$ cat config.mk
export PLATFORM = sky130hd
export DESIGN_NAME = pcrr_queue
export DESIGN_NICKNAME = d
export VERILOG_FILES = /design/src/rtl/pcrr_pkg.sv /design/src/rtl/pcrr_queue.sv
export SDC_FILE = /design/constraint.sdc
export NUM_CORES = 1
export LEC_CHECK = 0
export BUFFER_PORTS_ARGS = -buffer_cell sky130_fd_sc_hd__clkbuf_2
export CAP_MARGIN = 20
export CORE_ASPECT_RATIO = 1.4
export CORE_UTILIZATION = 40
export DETAILED_ROUTE_END_ITERATION = 10
export PLACE_DENSITY = 0.71
export SLEW_MARGIN = 20
export SYNTH_ARGS = -nofsm -noshare
export SYNTH_HDL_FRONTEND = slang
export SYNTH_SLANG_ARGS = --single-unit
$ cat constraint.sdc
create_clock -name clk -period 1.94 [get_ports clk]
set_input_delay 0.194 -clock clk [delete_from_list [all_inputs] [get_ports clk]]
set_output_delay 0.194 -clock clk [all_outputs]
set_load 0.05 [all_outputs]
$ cat src/rtl/pcrr_pkg.sv
// shared types, constants and page geometry of the printer raster renderer
`default_nettype none
package pcrr_pkg;

    localparam int CHARS_PER_LINE = 80;
    localparam int LINES_PER_PAGE = 64;
    localparam int PAGE_MARGIN    = 8;

    localparam int DOT_WIDTH     = (2 * PAGE_MARGIN + CHARS_PER_LINE * 8 + 7) / 8 * 8;
    localparam int BYTES_PER_ROW = (DOT_WIDTH / 8 + 3) / 4 * 4;
    localparam int TEXT_RIGHT    = PAGE_MARGIN + CHARS_PER_LINE * 8;
    localparam int TEXT_BOTTOM   = PAGE_MARGIN + LINES_PER_PAGE * 8;

    localparam logic [15:0] MARGIN_W = 16'(PAGE_MARGIN);
    localparam logic [15:0] BPR_W    = 16'(BYTES_PER_ROW);
    localparam logic [16:0] RIGHT_W  = 17'(TEXT_RIGHT);
    localparam logic [16:0] BOTTOM_W = 17'(TEXT_BOTTOM);

    localparam int FONT_DEPTH = 2048;
    localparam int FONT_AW    = 11;
    localparam int QUEUE_DEPTH = 4;

    localparam logic [3:0] GAP_RESET = 4'd2;

    localparam logic [7:0] CH_LF       = 8'h0a;
    localparam logic [7:0] CH_ESC      = 8'h1b;
    localparam logic [7:0] CMD_GAP_DEF = 8'h02;
    localparam logic [7:0] CMD_GAP_ZERO = 8'h41;
    localparam logic [7:0] CMD_GFX     = 8'h4b;
    localparam logic [7:0] CMD_SKIP    = 8'h4e;

    typedef enum logic [1:0] {
        OP_BYTE = 2'd0,
        OP_FEED = 2'd1,
        OP_FONT = 2'd2,
        OP_NONE = 2'd3
    } op_t;

    typedef enum logic {
        CFG_DEFAULT_ROW_GAP = 1'b0,
        CFG_AUTO_FEED       = 1'b1
    } cfg_index_t;

    typedef enum logic [1:0] {
        JOB_FONT  = 2'd0,
        JOB_CHAR  = 2'd1,
        JOB_GFX   = 2'd2,
        JOB_EJECT = 2'd3
    } job_kind_t;

    typedef struct packed {
        job_kind_t         kind;
        logic              eject;
        logic [15:0]       addr;
        logic [7:0]        value;
        logic [7:0]        mask;
        logic [FONT_AW-1:0] font_addr;
    } job_t;

    typedef struct packed {
        logic        kind;
        logic [15:0] addr;
        logic [7:0]  mask;
        logic        is_char;
        logic        last;
    } beat_t;

endpackage
`default_nettype wire

$ cat src/rtl/pcrr_queue.sv
// small job fifo between front end and drawing back end
`default_nettype none
module pcrr_queue import pcrr_pkg::*; (
    input  wire logic clk,
    input  wire logic rst_n,
    input  wire logic push,
    input  job_t      push_job,
    output logic      full,
    input  wire logic pop,
    output logic      head_valid,
    output job_t      head
);
    localparam int AW = $clog2(QUEUE_DEPTH);

    job_t          slots [QUEUE_DEPTH];
    logic [AW-1:0] wp_reg, rp_reg;
    logic [AW:0]   cnt_reg, cnt_next;

    assign full       = cnt_reg == (AW + 1)'(QUEUE_DEPTH);
    assign head_valid = cnt_reg != '0;
    assign head       = slots[rp_reg];

    always_comb
    begin
        cnt_next = cnt_reg;
        if (push && !pop)
        begin
            cnt_next = cnt_reg + 1'b1;
        end
        else if (pop && !push)
        begin
            cnt_next = cnt_reg - 1'b1;
        end
    end

    always_ff @(posedge clk)
    begin
        if (push)
        begin
            slots[wp_reg] <= push_job;
        end
    end

    always_ff @(posedge clk or negedge rst_n)
    begin
        if (!rst_n)
        begin
            wp_reg  <= '0;
            rp_reg  <= '0;
            cnt_reg <= '0;
        end
        else
        begin
            cnt_reg <= cnt_next;
            if (push)
            begin
                wp_reg <= wp_reg + 1'b1;
            end
            if (pop)
            begin
                rp_reg <= rp_reg + 1'b1;
            end
        end
    end
endmodule
`default_nettype wire

# After elaboration in Yosys (flattened, before gate mapping)
# Memories as Yosys holds them, arrays and structs flattened.
# Cells that the tools add are included.
[word_totals]
reg_bits = 7
mem_bits_rw = 184
in_bits = 50
output_inout_bits = 48
wordCells = 19
n_memories = 1
[op_classes]
add_sub_neg = 4
eq_ne = 1
muxes = 4
n_reduce_logical = 6
[mem_list]
columns = ["name", "words", "word_bits", "rd", "rd_ports_with_merged_regs", "wr", "line", "rtl"]
rows = [
  ["slots", 4, 46, 1, 0, 1, "pcrr_queue.sv:15", "job_t slots [QUEUE_DEPTH];"],
]
[ops]
columns = ["cell", "n"]
rows = [
  ["$mux W3", 2],
  ["$add A2 B1 Y2 const B", 2],
  ["$add A3 B1 Y3 const B", 1],
  ["$eq A3 B3 Y1 const B", 1],
  ["$reduce_bool A3 Y1", 1],
  ["$sub A3 B1 Y3 const B", 1],
  ["$logic_and A1 B1 Y1", 2],
  ["$logic_not A1 Y1", 2],
  ["$mux W1", 2],
  ["$reduce_bool A2 Y1", 1],
]

# Depth between registers and ports, before layout
# Gate-level depths: netlist of the first run.
[depth]
word_depth = 4
ltp_mapped = 7
ltp_nobuf = 7

# Worst setup path after synthesis of the first run
# No wires, ideal clock.
[synth_path]
path_kind = "reg-to-reg"
start = "reg wp_reg[0]"
end = "mem slots[2][0] (netlist name), enable pin"
setup_ps = 408
arrival_ps = 1718
required_ps = 1532
setup_slack_ps = -186
stages_incl_launch_ff = 4
path_buffers = 0
period_less_slack_ps = 2126
path_cell_list = "dfrtp_1 -> inv_1 -> ha_1 -> and2_1"
[synth_rtl]
columns = ["item", "line", "rtl"]
rows = [
  ["start, declared", "pcrr_queue.sv:16", "logic [AW-1:0] wp_reg, rp_reg;"],
  ["start signal, assigned", "pcrr_queue.sv:57", "wp_reg <= wp_reg + 1'b1;"],
  ["end, declared", "pcrr_queue.sv:15", ""],
]
# Straight into the memory's write port.

==> results of run 1 <==
==> cell families after synthesis <==
family / Yosys count / synth area share, %
buffers and inverters: 14 / 1.246
flip-flops: 191 / 81.14
XOR/XNOR: 6 / 0.7480
AO/OA/AOI/OAI: 1 / 0.07117
AND/OR/NAND/NOR: 9 / 0.7124
adder cells (fa/ha/maj): 6 / 1.175
multiplexers: 47 / 14.91
==> what timing repair did <==
action | CTS | global route
hold buffers | 47 | 0
setup buffers | 2 | 1
gates cloned | 0 | 0
endpoints found under the hold margin | 188 | 0
resized for setup | 92 | 43
endpoints found under the setup margin | 46 | 46
==> Yosys cell counts, drive strengths merged <==
master,instances
nor3b,1
or3,1
inv,4
mux2,1
xor2,4
mux4,46
buf,9
xnor2,2
fa,1
clkbuf,1
nor2,1
edfxtp,184
nand2,2
ha,5
and2,4
o21ai,1
dfrtp,7
==> layout make-up <==
cell class / count / area, sq um
inverter: 4 / 15.01
sequential: 191 / 5705
tap: 236 / 295.3
clock buffer: 18 / 429.2
clock inverter: 14 / 163.9
fill: 1329 / 7787
timing repair buffer: 163 / 1620
multi-input combinational: 69 / 1242
==> worst paths after layout <==
kind                                endpoint    startpoint  depth (start not counted)
worst max-delay path                head[44]     rp_reg[0]                          4
worst min-delay path            slots[3][18]  push_job[18]                          1
worst max register to register  slots[0][14]     wp_reg[0]                          4
worst min register to register    cnt_reg[2]    cnt_reg[2]                          1
max in group asynchronous          rp_reg[0]         rst_n                          2
min in group asynchronous         cnt_reg[2]         rst_n                          2
==> per-stage QoR <==
step	area [sq um]	power [mW]	instances	util [%]
3_3_place_gp	7926	11.46	613	45.93
3_5_place_dp	7926	11.59	613	45.93
5_1_grt	9472	17.06	695	54.88
2_1_floorplan	7030	10.10	274	-
4_1_cts	9408	16.20	694	54.51
6_report	9472	16.45	695	54.88
==> critical path, stage by stage, from the launching register on <==
cell and delay, ns:
dfrtp_4 0.53, buf_4 0.16, buf_6 0.11, mux4_2 0.45, buf_8 0.17
==> metal layers <==
metal / wire length [um] / vias up / track usage, %
li1: - / 1502 / -
met1: 5162 / 1731 / 17.90
met2: 7065 / 83 / 26.97
met3: 522 / 18 / 4.160
met4: 197 / 2 / 5.667
met5: 10 / - / 0
==> power by group through the flow <==
stage	registers [mW]	logic [mW]	clock network, mW
2_1_floorplan	5.63	4.47	0
3_3_place_gp	5.76	5.71	0
3_5_place_dp	5.82	5.77	0
4_1_cts	5.69	6.98	3.53
5_1_grt	5.75	7.62	3.69
6_report	5.68	7.31	3.45
==> metrics, run 1 <==
die height 158.8 um; drt first pass iters 4; CTS tree built; Crit Path Class register to output pin; crit path launch type register; crit share post-route 105.3%; share of layout cells above drive strength 1 43.14%; drc violations 0; GRT overflow 0; PnR worst setup slack -0.1023 ns; Root Buffer clkbuf_16; reg2reg setup slack 0.41 ns; largest fanout on the critical path 5; Seq cells post-synth 191; Comb pwr share 44.5%; core area 0.01726 sq mm; mean routed wirelength per cell 18.64 um; final-report setup violation count 46; clock sinks 191; htree depth 4; Req. time, crit path 1.75 ns; Vias 3,336; diodes inserted 0; register area share after synthesis 81.14%; crit path capture type output pin; Yosys cell types 19; clk_lat worst skew 0.42 ns; total track usage 15.41%; outcome complete, but fails checks; Power Density 1737 mW/mm^2; largest net degree at the start of global routing 30; Synth Instances 274; area share of the largest cell type after synthesis 78.65%; Die X 114.0 um; Slew headroom 75.85%; drt total wl 12,960 um; Via density 4.800; first-pass GRT wire length 19,950 um; Flop pwr share 34.6%; switch share 35.67%; YS warnings 0; Cell Int Power 10.58 mW; RSZ-0062 raised after global routing yes; full die area 0.01811 sq mm; fin. max-slew vios 0; Yosys top cell by area edfxtp_1; Fmax 0.4896 GHz; switching pwr 5.868 mW; Hold Slack 0.02606 ns; vias in the first global route 3,617; dpl ws 0.1534 ns; commonest non-fill, non-tap cell in the layout edfxtp_1; ranking of synthesized cells by area edfxtp_1 79%, mux4_2 15%, dfrtp_1 2.5%, ha_1 0.89%, xor2_1 0.50%; initial antenna violation count 1; Routed Antenna Nets 0; Mapped Area 0.007025 sq mm; leakage 3.329 nW; Worst-path clk slew 0.06 ns; Final GP Congestion 0.7050; failing checks negative setup slack; most frequent cells in the layout 184 x edfxtp_1, 51 x clkbuf_2, 47 x dlygate4sd3_1, 46 x mux4_2, 42 x buf_8; clk buf depth 2; initial cell density of the core 40.71%; Final Skew 0.004617 ns; final hold vios 0; max reg flops 184; TNS Setup -3.326 ns; hpwl dp 7969 um; Ports 98; Mean Syn Cell Area 25.64 sq um; port buffer count 97; Nets 502; Max Cap Violations 0; Worst EP arrival 1.85 ns; Area Overhead vs Synth 34.82%; Post-Syn Nets 330; row count 57; Clock power frac 21.0%; number of buffers created by CTS 17; number of DRC markers in iteration 0 206; worst ir drop on vdd 0.8020 mV; Tmin final 2.042 ns; Hold WC Path Type input pin to register; Slew @ Worst Pin 0.3622 ns
Power figures use the tool's default switching activity.
==> run 2: changes to the inputs <==
--- a/config.mk
+++ b/config.mk
@@ -9,8 +9,10 @@
 export CAP_MARGIN = 20
 export CORE_ASPECT_RATIO = 1.4
 export CORE_UTILIZATION = 40
+export CTS_CLUSTER_DIAMETER = 50
 export DETAILED_ROUTE_END_ITERATION = 10
 export PLACE_DENSITY = 0.71
+export SETUP_SLACK_MARGIN = 0.5
 export SLEW_MARGIN = 20
 export SYNTH_ARGS = -nofsm -noshare
 export SYNTH_HDL_FRONTEND = slang
==> metrics, run 2 (synthesized netlist as in run 1, its figures left out) <==
outcome complete, but fails checks (unchanged); failing checks negative setup slack (unchanged); post-route cell area 0.009746 sq mm (was 0.009472 sq mm); total track usage 15.91% (was 15.41%); hpwl dp 7982 um (was 7969 um); Critical Path Max Stage Delay 0.53 ns (about the same); CP max stage cell dfrtp_4 (unchanged); Clock power frac 19.5% (was 21.0%); worst-path cell chain buf_4 > buf_6 > mux4_2 > buf_8 (unchanged); Fmax 0.4889 GHz (was 0.4896 GHz); core area 0.01726 sq mm (unchanged); Comb pwr share 46.8% (was 44.5%); Root Buffer clkbuf_16 (unchanged); Vias 3,389 (was 3,336); Hold Slack 0.03174 ns (was 0.02606 ns); crit path capture type output pin (unchanged); first-pass GRT wire length 20,870 um (was 19,950 um); clk_lat worst skew 0.42 ns (about the same); Tmin final 2.045 ns (was 2.042 ns); number of DRC markers in iteration 0 194 (was 206); GRT overflow 0 (unchanged); Ports 98 (unchanged); htree depth 4 (unchanged); cell area after placement 0.007951 sq mm (was 0.007926 sq mm); Final Skew 0.009680 ns (was 0.004617 ns); Crit Path Class register to output pin (unchanged); Max Cap Violations 0 (unchanged); RSZ-0062 raised after global routing yes (unchanged); final hold vios 0 (unchanged); Final GP Congestion 0.7048 (was 0.7050); commonest non-fill, non-tap cell in the layout edfxtp_1 (unchanged); most frequent cells in the layout 184 x edfxtp_1, 49 x clkbuf_2, 47 x dlygate4sd3_1, 47 x buf_8, 46 x mux4_2 (was 184 x edfxtp_1, 51 x clkbuf_2, 47 x dlygate4sd3_1, 46 x mux4_2, 42 x buf_8); fin. max-slew vios 0 (unchanged); mean routed wirelength per cell 19.33 um (was 18.64 um); full die area 0.01811 sq mm (unchanged); port buffer count 97 (unchanged); Via density 4.767 (was 4.800); crit path launch type register (unchanged); PnR worst setup slack -0.1053 ns (was -0.1023 ns); Slew headroom 81.73% (was 75.85%); switch share 36.05% (was 35.67%); leakage 3.450 nW (was 3.329 nW); number of buffers created by CTS 17 (unchanged); share of layout cells above drive strength 1 46.84% (was 43.14%); Power Density 1724 mW/mm^2 (was 1737 mW/mm^2); drt first pass iters 4 (unchanged); drt total wl 13,750 um (was 12,960 um); Die X 114.0 um (unchanged); crit path buf inv count 3 (unchanged); clk buf depth 2 (unchanged); Top delay family on crit path flip-flops (unchanged); Flop pwr share 33.7% (was 34.6%); final-report setup violation count 46 (unchanged); Nets 517 (was 502); dpl ws 0.1838 ns (was 0.1534 ns); switching pwr 6.056 mW (was 5.868 mW); Hold WC Path Type input pin to register (unchanged); Routed Antenna Nets 0 (unchanged); Slew @ Worst Pin 0.2740 ns (was 0.3622 ns); Req. time, crit path 1.75 ns (about the same); drc violations 0 (unchanged); die height 158.8 um (unchanged); Worst EP arrival 1.85 ns (about the same); vias in the first global route 3,814 (was 3,617); final core utilization 56.47% (was 54.88%); TNS Setup -3.116 ns (was -3.326 ns); row count 57 (unchanged); largest fanout on the critical path 5 (unchanged); worst ir drop on vdd 0.8761 mV (was 0.8020 mV); Area Overhead vs Synth 38.72% (was 34.82%); clock sinks 191 (unchanged); crit share post-route 105.4% (was 105.3%); CTS tree built (unchanged); largest net degree at the start of global routing 33 (was 30); Cell Int Power 10.74 mW (was 10.58 mW); initial cell density of the core 40.71% (unchanged); Worst-path clk slew 0.07 ns (was 0.06 ns); initial antenna violation count 1 (unchanged); max reg flops 184 (unchanged)
==> run 2: what timing repair did <==
action | in CTS | in global routing
cloned | 2 | 1
hold endpoints to repair | 189 | 0
hold buffers | 47 | 0
pin swaps | 5 | 3
setup endpoints to repair | 168 | 93
buffers inserted | 13 | 5
gates resized for setup | 106 | 55
==> run 2: worst reg2reg max path, stage by stage, from the launching register on <==
cell     delay [ns]
dfrtp_2        0.41
buf_6          0.13
buf_6          0.11
fa_2           0.33
xor2_1         0.15
nor2_1         0.07
xor2_1         0.15
==> run 2: per-stage QoR <==
| step | std cells | total power, mW |
|---|---|---|
| 3_3_place_gp | 610 | 11.52 |
| 2_1_floorplan | 274 | 10.14 |
| 4_1_cts | 704 | 16.38 |
| 6_report | 711 | 16.80 |
| 5_1_grt | 711 | 17.46 |
| 3_5_place_dp | 610 | 11.61 |
==> run 2: cell type report <==
type                       count  area [sq um]
clock buffer                  17         425.4
clock inverter                15         137.6
multi-input combinational     69          1264
tap                          236         295.3
timing repair buffer         178          1898
inverter                       4         15.01
sequential                   191          5708
antenna                        1         2.502
fill                        1320          7513
==> run 2: path summary, 6_finish.rpt <==
kind                            cells past startpoint  slack, ns    endpoint       start
max in group asynchronous                           2       1.57   rp_reg[0]       rst_n
worst min register to register                      2       0.58  cnt_reg[0]  cnt_reg[0]
worst min-delay path                                2       0.03   rp_reg[0]         pop
worst max-delay path                                4      -0.11     head[9]   rp_reg[0]
min in group asynchronous                           2       0.16   wp_reg[0]       rst_n
worst max register to register                      6       0.48  cnt_reg[2]  cnt_reg[0]
==> run 2: metal layers <==
layer | vias to the layer above | wire length [um] | part of all wire, % | track usage, %
met5 | - | 0 | 0 | 0
met4 | 0 | 125 | 0.91 | 4.604
met3 | 8 | 453 | 3.3 | 3.817
met2 | 68 | 7741 | 56 | 28.57
met1 | 1770 | 5425 | 39 | 18.69
li1 | 1543 | - | - | -
==> run 2: power groups by stage <==
stage | clock, mW | combinational, mW | sequential [mW]
finish | 3.28 | 7.86 | 5.66
global route | 3.52 | 8.21 | 5.72
CTS | 3.38 | 7.34 | 5.66
detailed placement | 0 | 5.83 | 5.78
global placement | 0 | 5.81 | 5.71
floorplan | 0 | 4.51 | 5.63
