## src/rtl/pcrr_pkg.sv

```systemverilog
// shared types, constants and page geometry of the printer raster renderer
`default_nettype none
package pcrr_pkg;

    localparam int CHARS_PER_LINE = 80;
    localparam int LINES_PER_PAGE = 64;
    localparam int PAGE_MARGIN    = 8;

    localparam int DOT_WIDTH     = (2 * PAGE_MARGIN + CHARS_PER_LINE * 8 + 7) / 8 * 8;
    localparam int BYTES_PER_ROW = (DOT_WIDTH / 8 + 3) / 4 * 4;
    localparam int TEXT_RIGHT    = PAGE_MARGIN + CHARS_PER_LINE * 8;
    localparam int TEXT_BOTTOM   = PAGE_MARGIN + LINES_PER_PAGE * 8;

    localparam logic [15:0] MARGIN_W = 16'(PAGE_MARGIN);
    localparam logic [15:0] BPR_W    = 16'(BYTES_PER_ROW);
    localparam logic [16:0] RIGHT_W  = 17'(TEXT_RIGHT);
    localparam logic [16:0] BOTTOM_W = 17'(TEXT_BOTTOM);

    localparam int FONT_DEPTH = 2048;
    localparam int FONT_AW    = 11;
    localparam int QUEUE_DEPTH = 4;

    localparam logic [3:0] GAP_RESET = 4'd2;

    localparam logic [7:0] CH_LF       = 8'h0a;
    localparam logic [7:0] CH_ESC      = 8'h1b;
    localparam logic [7:0] CMD_GAP_DEF = 8'h02;
    localparam logic [7:0] CMD_GAP_ZERO = 8'h41;
    localparam logic [7:0] CMD_GFX     = 8'h4b;
    localparam logic [7:0] CMD_SKIP    = 8'h4e;

    typedef enum logic [1:0] {
        OP_BYTE = 2'd0,
        OP_FEED = 2'd1,
        OP_FONT = 2'd2,
        OP_NONE = 2'd3
    } op_t;

    typedef enum logic {
        CFG_DEFAULT_ROW_GAP = 1'b0,
        CFG_AUTO_FEED       = 1'b1
    } cfg_index_t;

    typedef enum logic [1:0] {
        JOB_FONT  = 2'd0,
        JOB_CHAR  = 2'd1,
        JOB_GFX   = 2'd2,
        JOB_EJECT = 2'd3
    } job_kind_t;

    typedef struct packed {
        job_kind_t         kind;
        logic              eject;
        logic [15:0]       addr;
        logic [7:0]        value;
        logic [7:0]        mask;
        logic [FONT_AW-1:0] font_addr;
    } job_t;

    typedef struct packed {
        logic        kind;
        logic [15:0] addr;
        logic [7:0]  mask;
        logic        is_char;
        logic        last;
    } beat_t;

endpackage
`default_nettype wire

```

## src/rtl/pcrr_in_if.sv

```systemverilog
// input channel: printer bytes, feed requests and font loads
`default_nettype none
interface pcrr_in_if;
    logic        valid;
    logic        ready;
    logic [1:0]  operation;
    logic [7:0]  byte_value;
    logic [10:0] font_address;
    logic        manual_feed;

    modport source (output valid, operation, byte_value, font_address, manual_feed,
                    input ready);
    modport sink (input valid, operation, byte_value, font_address, manual_feed,
                  output ready);
endinterface
`default_nettype wire

```

## src/rtl/pcrr_front.sv

```systemverilog
// front end: escape parsing, cursor tracking and job classification
`default_nettype none
module pcrr_front import pcrr_pkg::*; (
    input  wire logic        clk,
    input  wire logic        rst_n,
    pcrr_in_if.sink          din,
    input  wire logic        cfg_we,
    input  wire logic        cfg_index,
    input  wire logic [3:0]  cfg_data,
    input  wire logic        q_full,
    output logic             push,
    output job_t             job
);
    logic [3:0]  dgap_reg;
    logic        auto_reg;
    logic [15:0] cx_reg, cx_next;
    logic [15:0] cy_reg, cy_next;
    logic [3:0]  gap_reg, gap_next;
    logic        esc_reg, esc_next;
    logic [7:0]  cmd_reg, cmd_next;
    logic [1:0]  pl_reg, pl_next;
    logic [7:0]  low_reg, low_next;
    logic        gact_reg, gact_next;
    logic [15:0] rem_reg, rem_next;

    logic        accept;
    logic [31:0] prod;
    logic [15:0] base;
    logic [7:0]  v;
    logic        want;
    logic        ej;

    assign din.ready = !q_full;
    assign accept    = din.valid && din.ready;
    assign v         = din.byte_value;

    assign prod = cy_reg * BPR_W;
    assign base = prod[15:0] + {3'b000, cx_reg[15:3]};

    always_comb
    begin
        cx_next   = cx_reg;
        cy_next   = cy_reg;
        gap_next  = gap_reg;
        esc_next  = esc_reg;
        cmd_next  = cmd_reg;
        pl_next   = pl_reg;
        low_next  = low_reg;
        gact_next = gact_reg;
        rem_next  = rem_reg;
        want      = 1'b0;
        ej        = 1'b0;
        job.kind      = JOB_FONT;
        job.eject     = 1'b0;
        job.addr      = base;
        job.value     = v;
        job.mask      = 8'h80 >> cx_reg[2:0];
        job.font_addr = din.font_address;

        case (op_t'(din.operation))
            OP_BYTE:
            begin
                if (pl_reg != 2'd0)
                begin
                    pl_next = pl_reg - 2'd1;
                    if (cmd_reg == CMD_GFX)
                    begin
                        if (pl_next == 2'd1)
                        begin
                            low_next = v;
                        end
                        else
                        begin
                            rem_next  = {v, low_reg};
                            gact_next = rem_next != 16'd0;
                            cx_next   = (cx_reg + 16'd7) & ~16'd7;
                        end
                    end
                    if (pl_next == 2'd0)
                    begin
                        esc_next = 1'b0;
                    end
                end
                else if (v == CH_ESC)
                begin
                    esc_next = 1'b1;
                end
                else if (esc_reg)
                begin
                    case (v)
                        CMD_GAP_DEF:
                        begin
                            gap_next = dgap_reg;
                            esc_next = 1'b0;
                        end
                        CMD_GAP_ZERO:
                        begin
                            gap_next = 4'd0;
                            cmd_next = v;
                            pl_next  = 2'd1;
                        end
                        CMD_GFX:
                        begin
                            cmd_next = v;
                            pl_next  = 2'd2;
                        end
                        CMD_SKIP:
                        begin
                            cmd_next = v;
                            pl_next  = 2'd1;
                        end
                        default:
                        begin
                        end
                    endcase
                end
                else if (gact_reg)
                begin
                    want     = 1'b1;
                    job.kind = JOB_GFX;
                    cx_next  = cx_reg + 16'd1;
                    rem_next = rem_reg - 16'd1;
                    if (rem_next == 16'd0)
                    begin
                        gact_next = 1'b0;
                        cx_next   = (cx_next + 16'd7) & ~16'd7;
                    end
                    if ({1'b0, cx_next} >= RIGHT_W)
                    begin
                        cx_next = MARGIN_W;
                        cy_next = cy_reg + 16'd8 + {12'd0, gap_reg};
                    end
                    ej = 1'b1;
                end
                else if (v == CH_LF)
                begin
                    if (cx_reg != MARGIN_W)
                    begin
                        cx_next = MARGIN_W;
                        cy_next = cy_reg + 16'd8 + {12'd0, gap_reg};
                        ej      = 1'b1;
                    end
                end
                else if ((v >= 8'h20 && v <= 8'h7e) || (v >= 8'ha1 && v <= 8'hdf))
                begin
                    want     = 1'b1;
                    job.kind = JOB_CHAR;
                    cx_next  = cx_reg + 16'd8;
                    if ({1'b0, cx_next} >= RIGHT_W)
                    begin
                        cx_next = MARGIN_W;
                        cy_next = cy_reg + 16'd8 + {12'd0, gap_reg};
                    end
                    ej = 1'b1;
                end
                // bottom of text area reached: eject and home
                if (ej && ({1'b0, cy_next} + 17'd8 >= BOTTOM_W))
                begin
                    job.eject = 1'b1;
                    cx_next   = MARGIN_W;
                    cy_next   = MARGIN_W;
                    if (!want)
                    begin
                        want     = 1'b1;
                        job.kind = JOB_EJECT;
                    end
                end
            end
            OP_FEED:
            begin
                if ((auto_reg || din.manual_feed) && (cx_reg != MARGIN_W || cy_reg != MARGIN_W))
                begin
                    want     = 1'b1;
                    job.kind = JOB_EJECT;
                    cx_next  = MARGIN_W;
                    cy_next  = MARGIN_W;
                end
            end
            OP_FONT:
            begin
                want     = 1'b1;
                job.kind = JOB_FONT;
            end
            default:
            begin
            end
        endcase
    end

    assign push = accept && want;

    always_ff @(posedge clk or negedge rst_n)
    begin
        if (!rst_n)
        begin
            dgap_reg <= GAP_RESET;
            auto_reg <= 1'b0;
            cx_reg   <= MARGIN_W;
            cy_reg   <= MARGIN_W;
            gap_reg  <= GAP_RESET;
            esc_reg  <= 1'b0;
            cmd_reg  <= 8'd0;
            pl_reg   <= 2'd0;
            low_reg  <= 8'd0;
            gact_reg <= 1'b0;
            rem_reg  <= 16'd0;
        end
        else
        begin
            if (cfg_we)
            begin
                case (cfg_index_t'(cfg_index))
                    CFG_DEFAULT_ROW_GAP: dgap_reg <= cfg_data;
                    CFG_AUTO_FEED:       auto_reg <= cfg_data[0];
                    default:
                    begin
                    end
                endcase
            end
            if (accept)
            begin
                cx_reg   <= cx_next;
                cy_reg   <= cy_next;
                gap_reg  <= gap_next;
                esc_reg  <= esc_next;
                cmd_reg  <= cmd_next;
                pl_reg   <= pl_next;
                low_reg  <= low_next;
                gact_reg <= gact_next;
                rem_reg  <= rem_next;
            end
        end
    end
endmodule
`default_nettype wire

```

## src/flat_wrapper.sv

```systemverilog
// flat-port wrapper written by rule: the top's interface ports become plain ports
module pcrr_front_flat import pcrr_pkg::*;
  (clk, rst_n, cfg_we, cfg_index, cfg_data, q_full, push, job, din_valid, din_operation, din_byte_value, din_font_address, din_manual_feed, din_ready);
  pcrr_in_if din_i ();
  input  wire logic clk;
  input  wire logic rst_n;
  input  wire logic cfg_we;
  input  wire logic cfg_index;
  input  wire logic [3:0] cfg_data;
  input  wire logic q_full;
  output logic push;
  output job_t job;
  input wire logic [$bits(din_i.valid)-1:0] din_valid;
  input wire logic [$bits(din_i.operation)-1:0] din_operation;
  input wire logic [$bits(din_i.byte_value)-1:0] din_byte_value;
  input wire logic [$bits(din_i.font_address)-1:0] din_font_address;
  input wire logic [$bits(din_i.manual_feed)-1:0] din_manual_feed;
  output wire logic [$bits(din_i.ready)-1:0] din_ready;
  assign din_i.valid = din_valid;
  assign din_i.operation = din_operation;
  assign din_i.byte_value = din_byte_value;
  assign din_i.font_address = din_font_address;
  assign din_i.manual_feed = din_manual_feed;
  assign din_ready = din_i.ready;
  pcrr_front u_core (.clk(clk), .rst_n(rst_n), .din(din_i), .cfg_we(cfg_we), .cfg_index(cfg_index), .cfg_data(cfg_data), .q_full(q_full), .push(push), .job(job));
endmodule
```

## config.mk

```make
export PLATFORM = sky130hd
export DESIGN_NAME = pcrr_front_flat
export DESIGN_NICKNAME = d
export VERILOG_FILES = /design/src/rtl/pcrr_pkg.sv /design/src/rtl/pcrr_in_if.sv /design/src/rtl/pcrr_front.sv /design/src/flat_wrapper.sv
export SDC_FILE = /design/constraint.sdc
export NUM_CORES = 1
export LEC_CHECK = 0
export CAP_MARGIN = 10
export CORE_MARGIN = 5
export CORE_UTILIZATION = 37
export DETAILED_ROUTE_END_ITERATION = 8
export DONT_BUFFER_PORTS = 1
export PLACE_DENSITY = 0.57
export SYNTH_ARGS = -nofsm -noshare
export SYNTH_HDL_FRONTEND = slang
export SYNTH_SLANG_ARGS = --single-unit
```

## constraint.sdc

```tcl
create_clock -name clk -period 7.5 [get_ports clk]
set_input_delay 1.125 -clock clk [delete_from_list [all_inputs] [get_ports clk]]
set_output_delay 1.125 -clock clk [all_outputs]
set_load 0.005 [all_outputs]
```

# Word level (Yosys, flattened, before mapping)
# Index checks and enable logic that the tools add are counted.
dict set report classes {
  add_sub_neg 10
  bitwise 3
  n_mul 1
  n_eq_ne 24
  n_reduce_logical 33
  n_shift 1
  n_lt_le_gt_ge 7
  n_mux 83
}
# op n
set ops {}
lappend ops {{two-way mux 16 bit} 36}
lappend ops {{one-hot mux 16 bit (2 select lines)} 2}
lappend ops {{adder 16 x 3 -> 16 bit, second input constant} 2}
lappend ops {{adder 16 x 4 -> 16 bit, second input constant} 2}
lappend ops {{equality test 8 x 7 -> 1 bit, second input constant} 4}
lappend ops {{greater-or-equal comparator 16 x 10 -> 1 bit, second input constant} 2}
lappend ops {{inequality test 16 x 4 -> 1 bit, second input constant} 2}
lappend ops {{two-way mux 1 bit} 30}
lappend ops {{two-way mux 2 bit} 10}
lappend ops {{AND reduction 6 bit} 3}
lappend ops {{adder 16 x 4 -> 17 bit, second input constant} 1}
lappend ops {{greater-or-equal comparator 17 x 10 -> 1 bit, second input constant} 1}
lappend ops {{adder 16 x 1 -> 16 bit, second input constant} 1}
lappend ops {{adder 16 x 13 -> 16 bit} 1}
lappend ops {{adder 16 x 4 -> 16 bit} 1}
lappend ops {{zero test 16 bit} 1}
lappend ops {{multiplier 16 x 5 -> 14 bit, second input constant} 1}
lappend ops {{nonzero test 16 bit} 1}
lappend ops {{subtractor 16 x 1 -> 16 bit, second input constant} 1}
lappend ops {{inequality test 4 bit, second input constant} 3}
lappend ops {{AND reduction 5 bit} 2}
lappend ops {{nonzero test 2 bit} 5}
lappend ops {{AND reduction 9 bit} 1}
lappend ops {{equality test 8 x 2 -> 1 bit, second input constant} 1}
lappend ops {{other kinds (30)} 48}
dict set report word_totals {
  elab_cells 173
  input_bits 32
  ff_bits 77
  out_inout_bits 48
}

# Longest topological paths before layout
# Gate-level depths: netlist of run 1.
dict set report depth {
  depth_word 21
  depth_mapped 23
  depth_no_buf 19
}

# Worst setup path before layout of run 1
# No wires, ideal clock.
dict set report synth_path {
  kind {register to output}
  startpoint {register u_core.cx_reg[3]}
  endpoint {output job[44] (netlist bit)}
  n_path_buf 2
  stages_incl_launch_ff 20
  arrival_time_ns 5.498
  setup_slack_ns 0.877
  path_cell_list {dfstp_2 ha_1 clkbuf_1 nand4_1 nor4b_2 a211o_1 nand2_1 o31a_1 o22a_1 a211o_4 a21oi_4 clkbuf_1 mux2_2 ha_1 o221ai_1 nor4_1 or4_4 a2111oi_4 nor3b_1 a311o_1}
}
# item line_no
set synth_lines {}
lappend synth_lines {{start: declaration} pcrr_front.sv:16} ;# logic [15:0] cx_reg, cx_next;
lappend synth_lines {{start signal: assignment} pcrr_front.sv:222} ;# cx_reg <= cx_next;
lappend synth_lines {{end: declaration} flat_wrapper.sv:12} ;# output job_t job;

==> flow_summary.yaml, run 1 <==
status:
  outcome: "finished clean"
sta:
  min_period_ns: 7.22
  maxSlewViolCount: 0
  final-hold-violation-count: 0
  fin_crit_sh_pct: 96.3
  clock_skew_ns: 0.00911
  worst_slew_pin_slew_ns: 0.924
  max_slew_margin_pct: 38.0
  rsz0062_at_grt: "false"
  tns_ns: 0
  max_freq_mhz: 139
  setup_viol: 0
logic_synthesis:
  synth_compound_area_share_pct: 23.6
  yosysWarnings: 0
  syn_inst: 1021
  yosysTopAreaCellShare_pct: 22.5
  synthMuxAreaShare_pct: 3.36
  yosysTopAreaCell: "dfrtp_1"
  synth_common_cells: "88 x nand2_1, 79 x inv_1, 73 x dfrtp_1"
  synth.yosys.seq_area_share_pct: 23.8
  yosysMostFrequentCell: "nand2_1"
  synth.area.top_cells: "dfrtp_1 22%, ha_1 8.8%, nand2_1 4.1%"
  synth_fp_nets: 1120
  async_flop_share_pct: 100
  syn_area_per_cell_um2: 7.96
  synth_xor_area_share_pct: 6.03
  synth.lib_cells_used.distinct: 85
  syn_area_um2: 8130
  synthSimpleGateAreaFrac_pct: 23.0
  synth_seq_cells: 77
  synth_ff_type: "dfrtp_1"
  yosys.area_share.adder_pct: 11.2
  synth_top_family_by_area: "compound AO/OA/AOI/OAI gates"
  synth_edf_count: 0
clocking:
  clock_latency_ns: 0.35
  postCtsHoldBufs: 0
  tritoncts: "yes"
  cts_buffer_depth: 2
  numCtsBuffers: 9
  cts_sinks: 77
  htreeDepth: 3
  root_buffer: "clkbuf_16"
  cts.reportedPaths.clkPinSlew_ns: 0.06
die:
  die-width_um: 158
  core_um2: 21800
  initial_core_util_pct: 37.4
  dieArea_um2: 25000
  io_pins: 80
  num_rows: 54
  die_h_um: 158
finish:
  num_antenna_cells: 0
  areaGrowthSynthToFinish_pct: 5.34
  drive_gt1_share_pct: 9.46
  layout.nets: 1067
grt:
  grt-ovfl-total: 0
  antenna_found_initial: 0
  grt_first_pass_wirelength_mm: 35.8
  grt_max_degree: 78
  grt_pass1_vias: 6671
  grt_usage_pct: 17.7
drt:
  routedWlPerCell_um: 17.7
  drc_errors: 0
  firstDrtPassIters: 7
  finalWirelength_mm: 22.1
  ant_nets: 0
  vias: 7163
  viasPerCell: 5.72
  dr.first_iter.drc_count: 565
min_path:
  min_path_type: "register to register"
  min_from: "u_core.cmd_reg[6]"
place:
  place_hpwl_mm: 16.7
  port_buffers: 0
  place_congestion: 0.918
power_and_ir_drop:
  vdd_drop_max_uv: 101
  total_power_mw: 1.42
  leakage_nw: 3.71
  power.density_nw_per_um2: 166
worst_setup_path:
  crit_family: "compound AO/OA/AOI/OAI gates"
  endpoint_kind: "primary output"
  timing.critical_path.buf_inv: 3
  critPathArrivalTime_ns: 6.09
  critPathMaxFanout: 17
  startpoint: "u_core.rem_reg[0]"
  cpPeakStageDelay_ns: 0.49
  crit_type: "register to primary output"
  r2r-start: "u_core.rem_reg[0]"
  crit_path_top_delay_cell: "dfrtp_1"
  cp.required_ns: 6.38
  cp-start-kind: "register"
  critical_path.cell_chain: "inv_1 -> ha_1 -> o21bai_1 -> a211o_1 -> a32oi_1 -> nand4_4 -> o41ai_2 -> o21ai_0 -> nor4_4 -> a21o_2 -> nor3_1 -> or2_1 -> or4_1 -> o211ai_1 -> a2111oi_4 -> buf_4 -> or2_1 -> buf_4 -> nor3_1"
run:
  maxCapViolations: 0
[per-stage QoR]
| stage | utilization, % | setup slack [ns] | hold slack (ns) | cells | instance area (um^2) |
|---|---|---|---|---|---|
| 4_1_cts | 39.0 | 0.0265 | 0.464 | 1249 | 8480 |
| 3_3_place_gp | 37.4 | 0.440 | 0.453 | 1231 | 8140 |
| 6_report | 39.4 | 0.281 | 0.469 | 1253 | 8560 |
| 5_1_grt | 39.4 | 0.00438 | 0.460 | 1253 | 8560 |
| 2_1_floorplan | - | 0.877 | 0.436 | 1021 | 8130 |
| 3_5_place_dp | 37.4 | 0.271 | 0.456 | 1231 | 8140 |
[cells in the final DEF, fill, tap and decap left out, types with 7 or more instances in the layout]
cell type,count
o21bai_1,15
nand2_1,88
nor2_1,67
o22a_1,8
o211ai_1,7
nand3_1,28
nor3_1,31
o21ai_1,18
mux2_2,18
o21a_1,8
dfrtp_1,73
o31ai_1,8
inv_1,79
a21o_1,8
buf_4,18
nor2b_1,7
nor4_1,24
a21oi_1,54
o22ai_1,10
and3_1,7
or3_1,8
xor2_1,20
a31oi_1,11
o21ai_0,61
ha_1,54
nand4_1,20
xnor2_1,36
clkbuf_16,9
and2_1,20
mux2i_1,7
fa_1,10
[report_power, final]
part | internal [mW] | switching [mW]
clock | 0.292 | 0.181
combinational | 0.182 | 0.286
sequential | 0.438 | 0.0413
total | 0.911 | 0.508
[cell type report]
cell class              instances  area (um^2)
clock inverters                 6         87.6
multi-input cells             783         5530
clock buffers                  10          229
well taps                     280          350
repair buffers                 18          135
inverters                      79          297
flip-flops and latches         77         1940
fillers                      2232        13200
[final timing paths]
kind,slack [ns],cells past startpoint,to
min reg2reg,0.47,1,u_core.cmd_reg[6]
max in group asynchronous,6.82,0,u_core.cx_reg[3]
max reg2reg,1.30,19,u_core.cx_reg[6]
min,0.47,1,u_core.cmd_reg[6]
min in group asynchronous,0.48,0,u_core.dgap_reg[2]
max,0.28,19,job[43]
[kinds of logic (layout without fill, tap and decap cells)]
| family | count (synthesis) | after routing |
|---|---|---|
| simple gates | 353 | 353 |
| compound gates | 282 | 282 |
| buf+inv | 161 | 113 |
| flops | 77 | 77 |
| fa+ha+maj | 67 | 67 |
| xor+xnor | 56 | 56 |
| mux | 25 | 25 |
[per-layer routing]
metal,wire (um),GRT usage (%),vias up,part of all wire [%]
met3,1230,3.85,27,5.5
met2,9740,26.9,195,44
li1,-,-,3581,-
met4,353,4.31,0,1.6
met1,10800,25.6,3360,49
met5,0,0,-,0
[what timing repair did]
action	4_1_cts	5_1_grt
pin swaps	1	5
resized for setup	2	13
endpoints found under the setup margin	3	4
buffers inserted	2	4
No activity file was read; power rests on OpenSTA's default activity.
==> run 2, diff against run 1 <==
--- a/config.mk
+++ b/config.mk
@@ -12,3 +12,3 @@
 export DONT_BUFFER_PORTS = 1
-export PLACE_DENSITY = 0.57
+export PLACE_DENSITY = 0.53
 export SYNTH_ARGS = -nofsm -noshare
==> constraint.sdc (replaced) <==
create_clock -name clk -period 7.9 [get_ports clk]
set_input_delay 1.185 -clock clk [delete_from_list [all_inputs] [get_ports clk]]
set_output_delay 1.185 -clock clk [all_outputs]
set_load 0.02 [all_outputs]
==> run 2 against run 1 <==
Net effect: combinational power up 2%; worst setup slack better by 0.32 ns; sequential cell count unchanged; critical endpoint is now job[45]; first-iteration DRC count down 13%; via count up 0.68%; hold slack better by 0.0040 ns; global-route usage up 0.62 points; register-to-register slack better by 0.45 ns; sequential power down 6.9%.
==> flow_summary.yaml, run 2 (synthesized netlist as in run 1, its figures left out) <==
place:
  dp.cells: 1236
  port_buffers: 0
  place_hpwl_mm: 17.1
  place_congestion: 0.911
  placed_area_um2: 8180
sta:
  worst_slew_pin_slew_ns: 0.884
  tns_ns: 0
  fin_crit_sh_pct: 92.4
  max_slew_margin_pct: 40.7
  max_freq_mhz: 137
  maxSlewViolCount: 0
  final-hold-violation-count: 0
  setup_viol: 0
  clock_skew_ns: 0.00876
  min_period_ns: 7.30
  rsz0062_at_grt: "false"
clocking:
  cts_sinks: 77
  root_buffer: "clkbuf_16"
  clock_latency_ns: 0.35
  numCtsBuffers: 9
  cts_buffer_depth: 2
  cts.reportedPaths.clkPinSlew_ns: 0.06
  htreeDepth: 3
  tritoncts: "yes"
min_path:
  min_path_type: "register to register"
die:
  num_rows: 54
  core_um2: 21800
  initial_core_util_pct: 37.4
  die-width_um: 158
  dieArea_um2: 25000
  die_h_um: 158
  io_pins: 80
worst_setup_path:
  reg2reg_depth: 19
  cp-start-kind: "register"
  endpoint_kind: "primary output"
  reg2reg_slack_ns: 1.75
  critPathMaxFanout: 16
  startpoint: "u_core.rem_reg[0]"
  critPathArrivalTime_ns: 6.11
  r2r-end: "u_core.cy_reg[2]"
  crit_type: "register to primary output"
  cp-endpoint: "job[45]"
  r2r-start: "u_core.rem_reg[0]"
  cp.required_ns: 6.71
power_and_ir_drop:
  leakage_nw: 3.75
  vdd_drop_max_uv: 110
  power.density_nw_per_um2: 162
  total_power_mw: 1.39
grt:
  grt-ovfl-total: 0
  grt_usage_pct: 18.3
  grt_max_degree: 78
  grt_pass1_vias: 6878
  grt_first_pass_wirelength_mm: 37.0
  antenna_found_initial: 0
finish:
  areaGrowthSynthToFinish_pct: 5.48
  n_fill_cell: 2242
  layout_commonest_cell: "nand2_1"
  drive_gt1_share_pct: 9.30
  layout_common_cells: "88 x nand2_1, 79 x inv_1, 73 x dfrtp_1"
  final_area_um2: 8570
  fin_cells: 1258
  layout.nets: 1072
  num_antenna_cells: 0
drt:
  finalWirelength_mm: 22.7
  vias: 7212
  drc_errors: 0
  ant_nets: 0
  viasPerCell: 5.73
  routedWlPerCell_um: 18.1
  firstDrtPassIters: 5
  dr.first_iter.drc_count: 494
run:
  maxCapViolations: 0
status:
  outcome: "finished clean"
-- run 2: worst min path at each step --
stage	start	to	slack (ns)	cells after the start
final	u_core.dgap_reg[1]	u_core.gap_reg[1]	0.47	2
after global routing	u_core.cmd_reg[6]	u_core.cmd_reg[6]	0.49	1
after CTS	u_core.cmd_reg[6]	u_core.cmd_reg[6]	0.47	1
after detailed placement	u_core.cmd_reg[6]	u_core.cmd_reg[6]	0.45	1
after global placement	u_core.cmd_reg[6]	u_core.cmd_reg[6]	0.45	1
after floorplan	u_core.cmd_reg[6]	u_core.cmd_reg[6]	0.44	1
-- run 2: report_power, final --
part,switching [mW],internal [mW]
combinational,0.301,0.176
sequential,0.0326,0.414
clock,0.178,0.288
total,0.512,0.878
-- run 2: final cells by class --
type / count / area, um^2 / area share [%]
inverters: 79 / 297 / 3.46
clock inverters: 6 / 92.6 / 1.08
well taps: 280 / 350 / 4.09
repair buffers: 23 / 173 / 2.01
clock buffers: 10 / 239 / 2.79
multi-input cells: 783 / 5490 / 64.0
flip-flops and latches: 77 / 1930 / 22.5
-- run 2: critical path: stages (launching register included) --
cell       delay [ns]
dfrtp_1          0.48
inv_1            0.09
ha_1             0.36
o21bai_1         0.24
a211o_1          0.32
a32oi_1          0.28
nand4_2          0.35
o41ai_2          0.48
o21ai_0          0.21
nor4_4           0.33
a21o_1           0.21
buf_4            0.24
mux2i_1          0.25
and4_1           0.21
mux2i_1          0.09
or4_4            0.56
a2111oi_4        0.42
or2_1            0.34
o41ai_1          0.12
buf_4            0.17
-- run 2: per-layer routing --
metal	share of wire [%]	global-route usage, %	vias up	wire, um
met5	0	0	-	0
met4	2.7	6.46	0	619
met3	5.6	3.28	35	1280
met2	43	27.5	197	9760
met1	49	26.4	3381	11100
li1	-	-	3599	-
-- run 2: what timing repair did --
item	in CTS	in global routing
hold buffers	0	0
setup buffers	0	6
setup endpoints to repair	0	4
gates resized for setup	0	4
-- run 2: through the flow --
step	setup WS, ns	util [%]	hold slack, ns
after global routing	0.123	39.4	0.494
after floorplan	0.927	-	0.436
final	0.601	39.4	0.473
after CTS	0.164	39.1	0.474
after detailed placement	0.531	37.6	0.454
after global placement	0.688	37.6	0.455
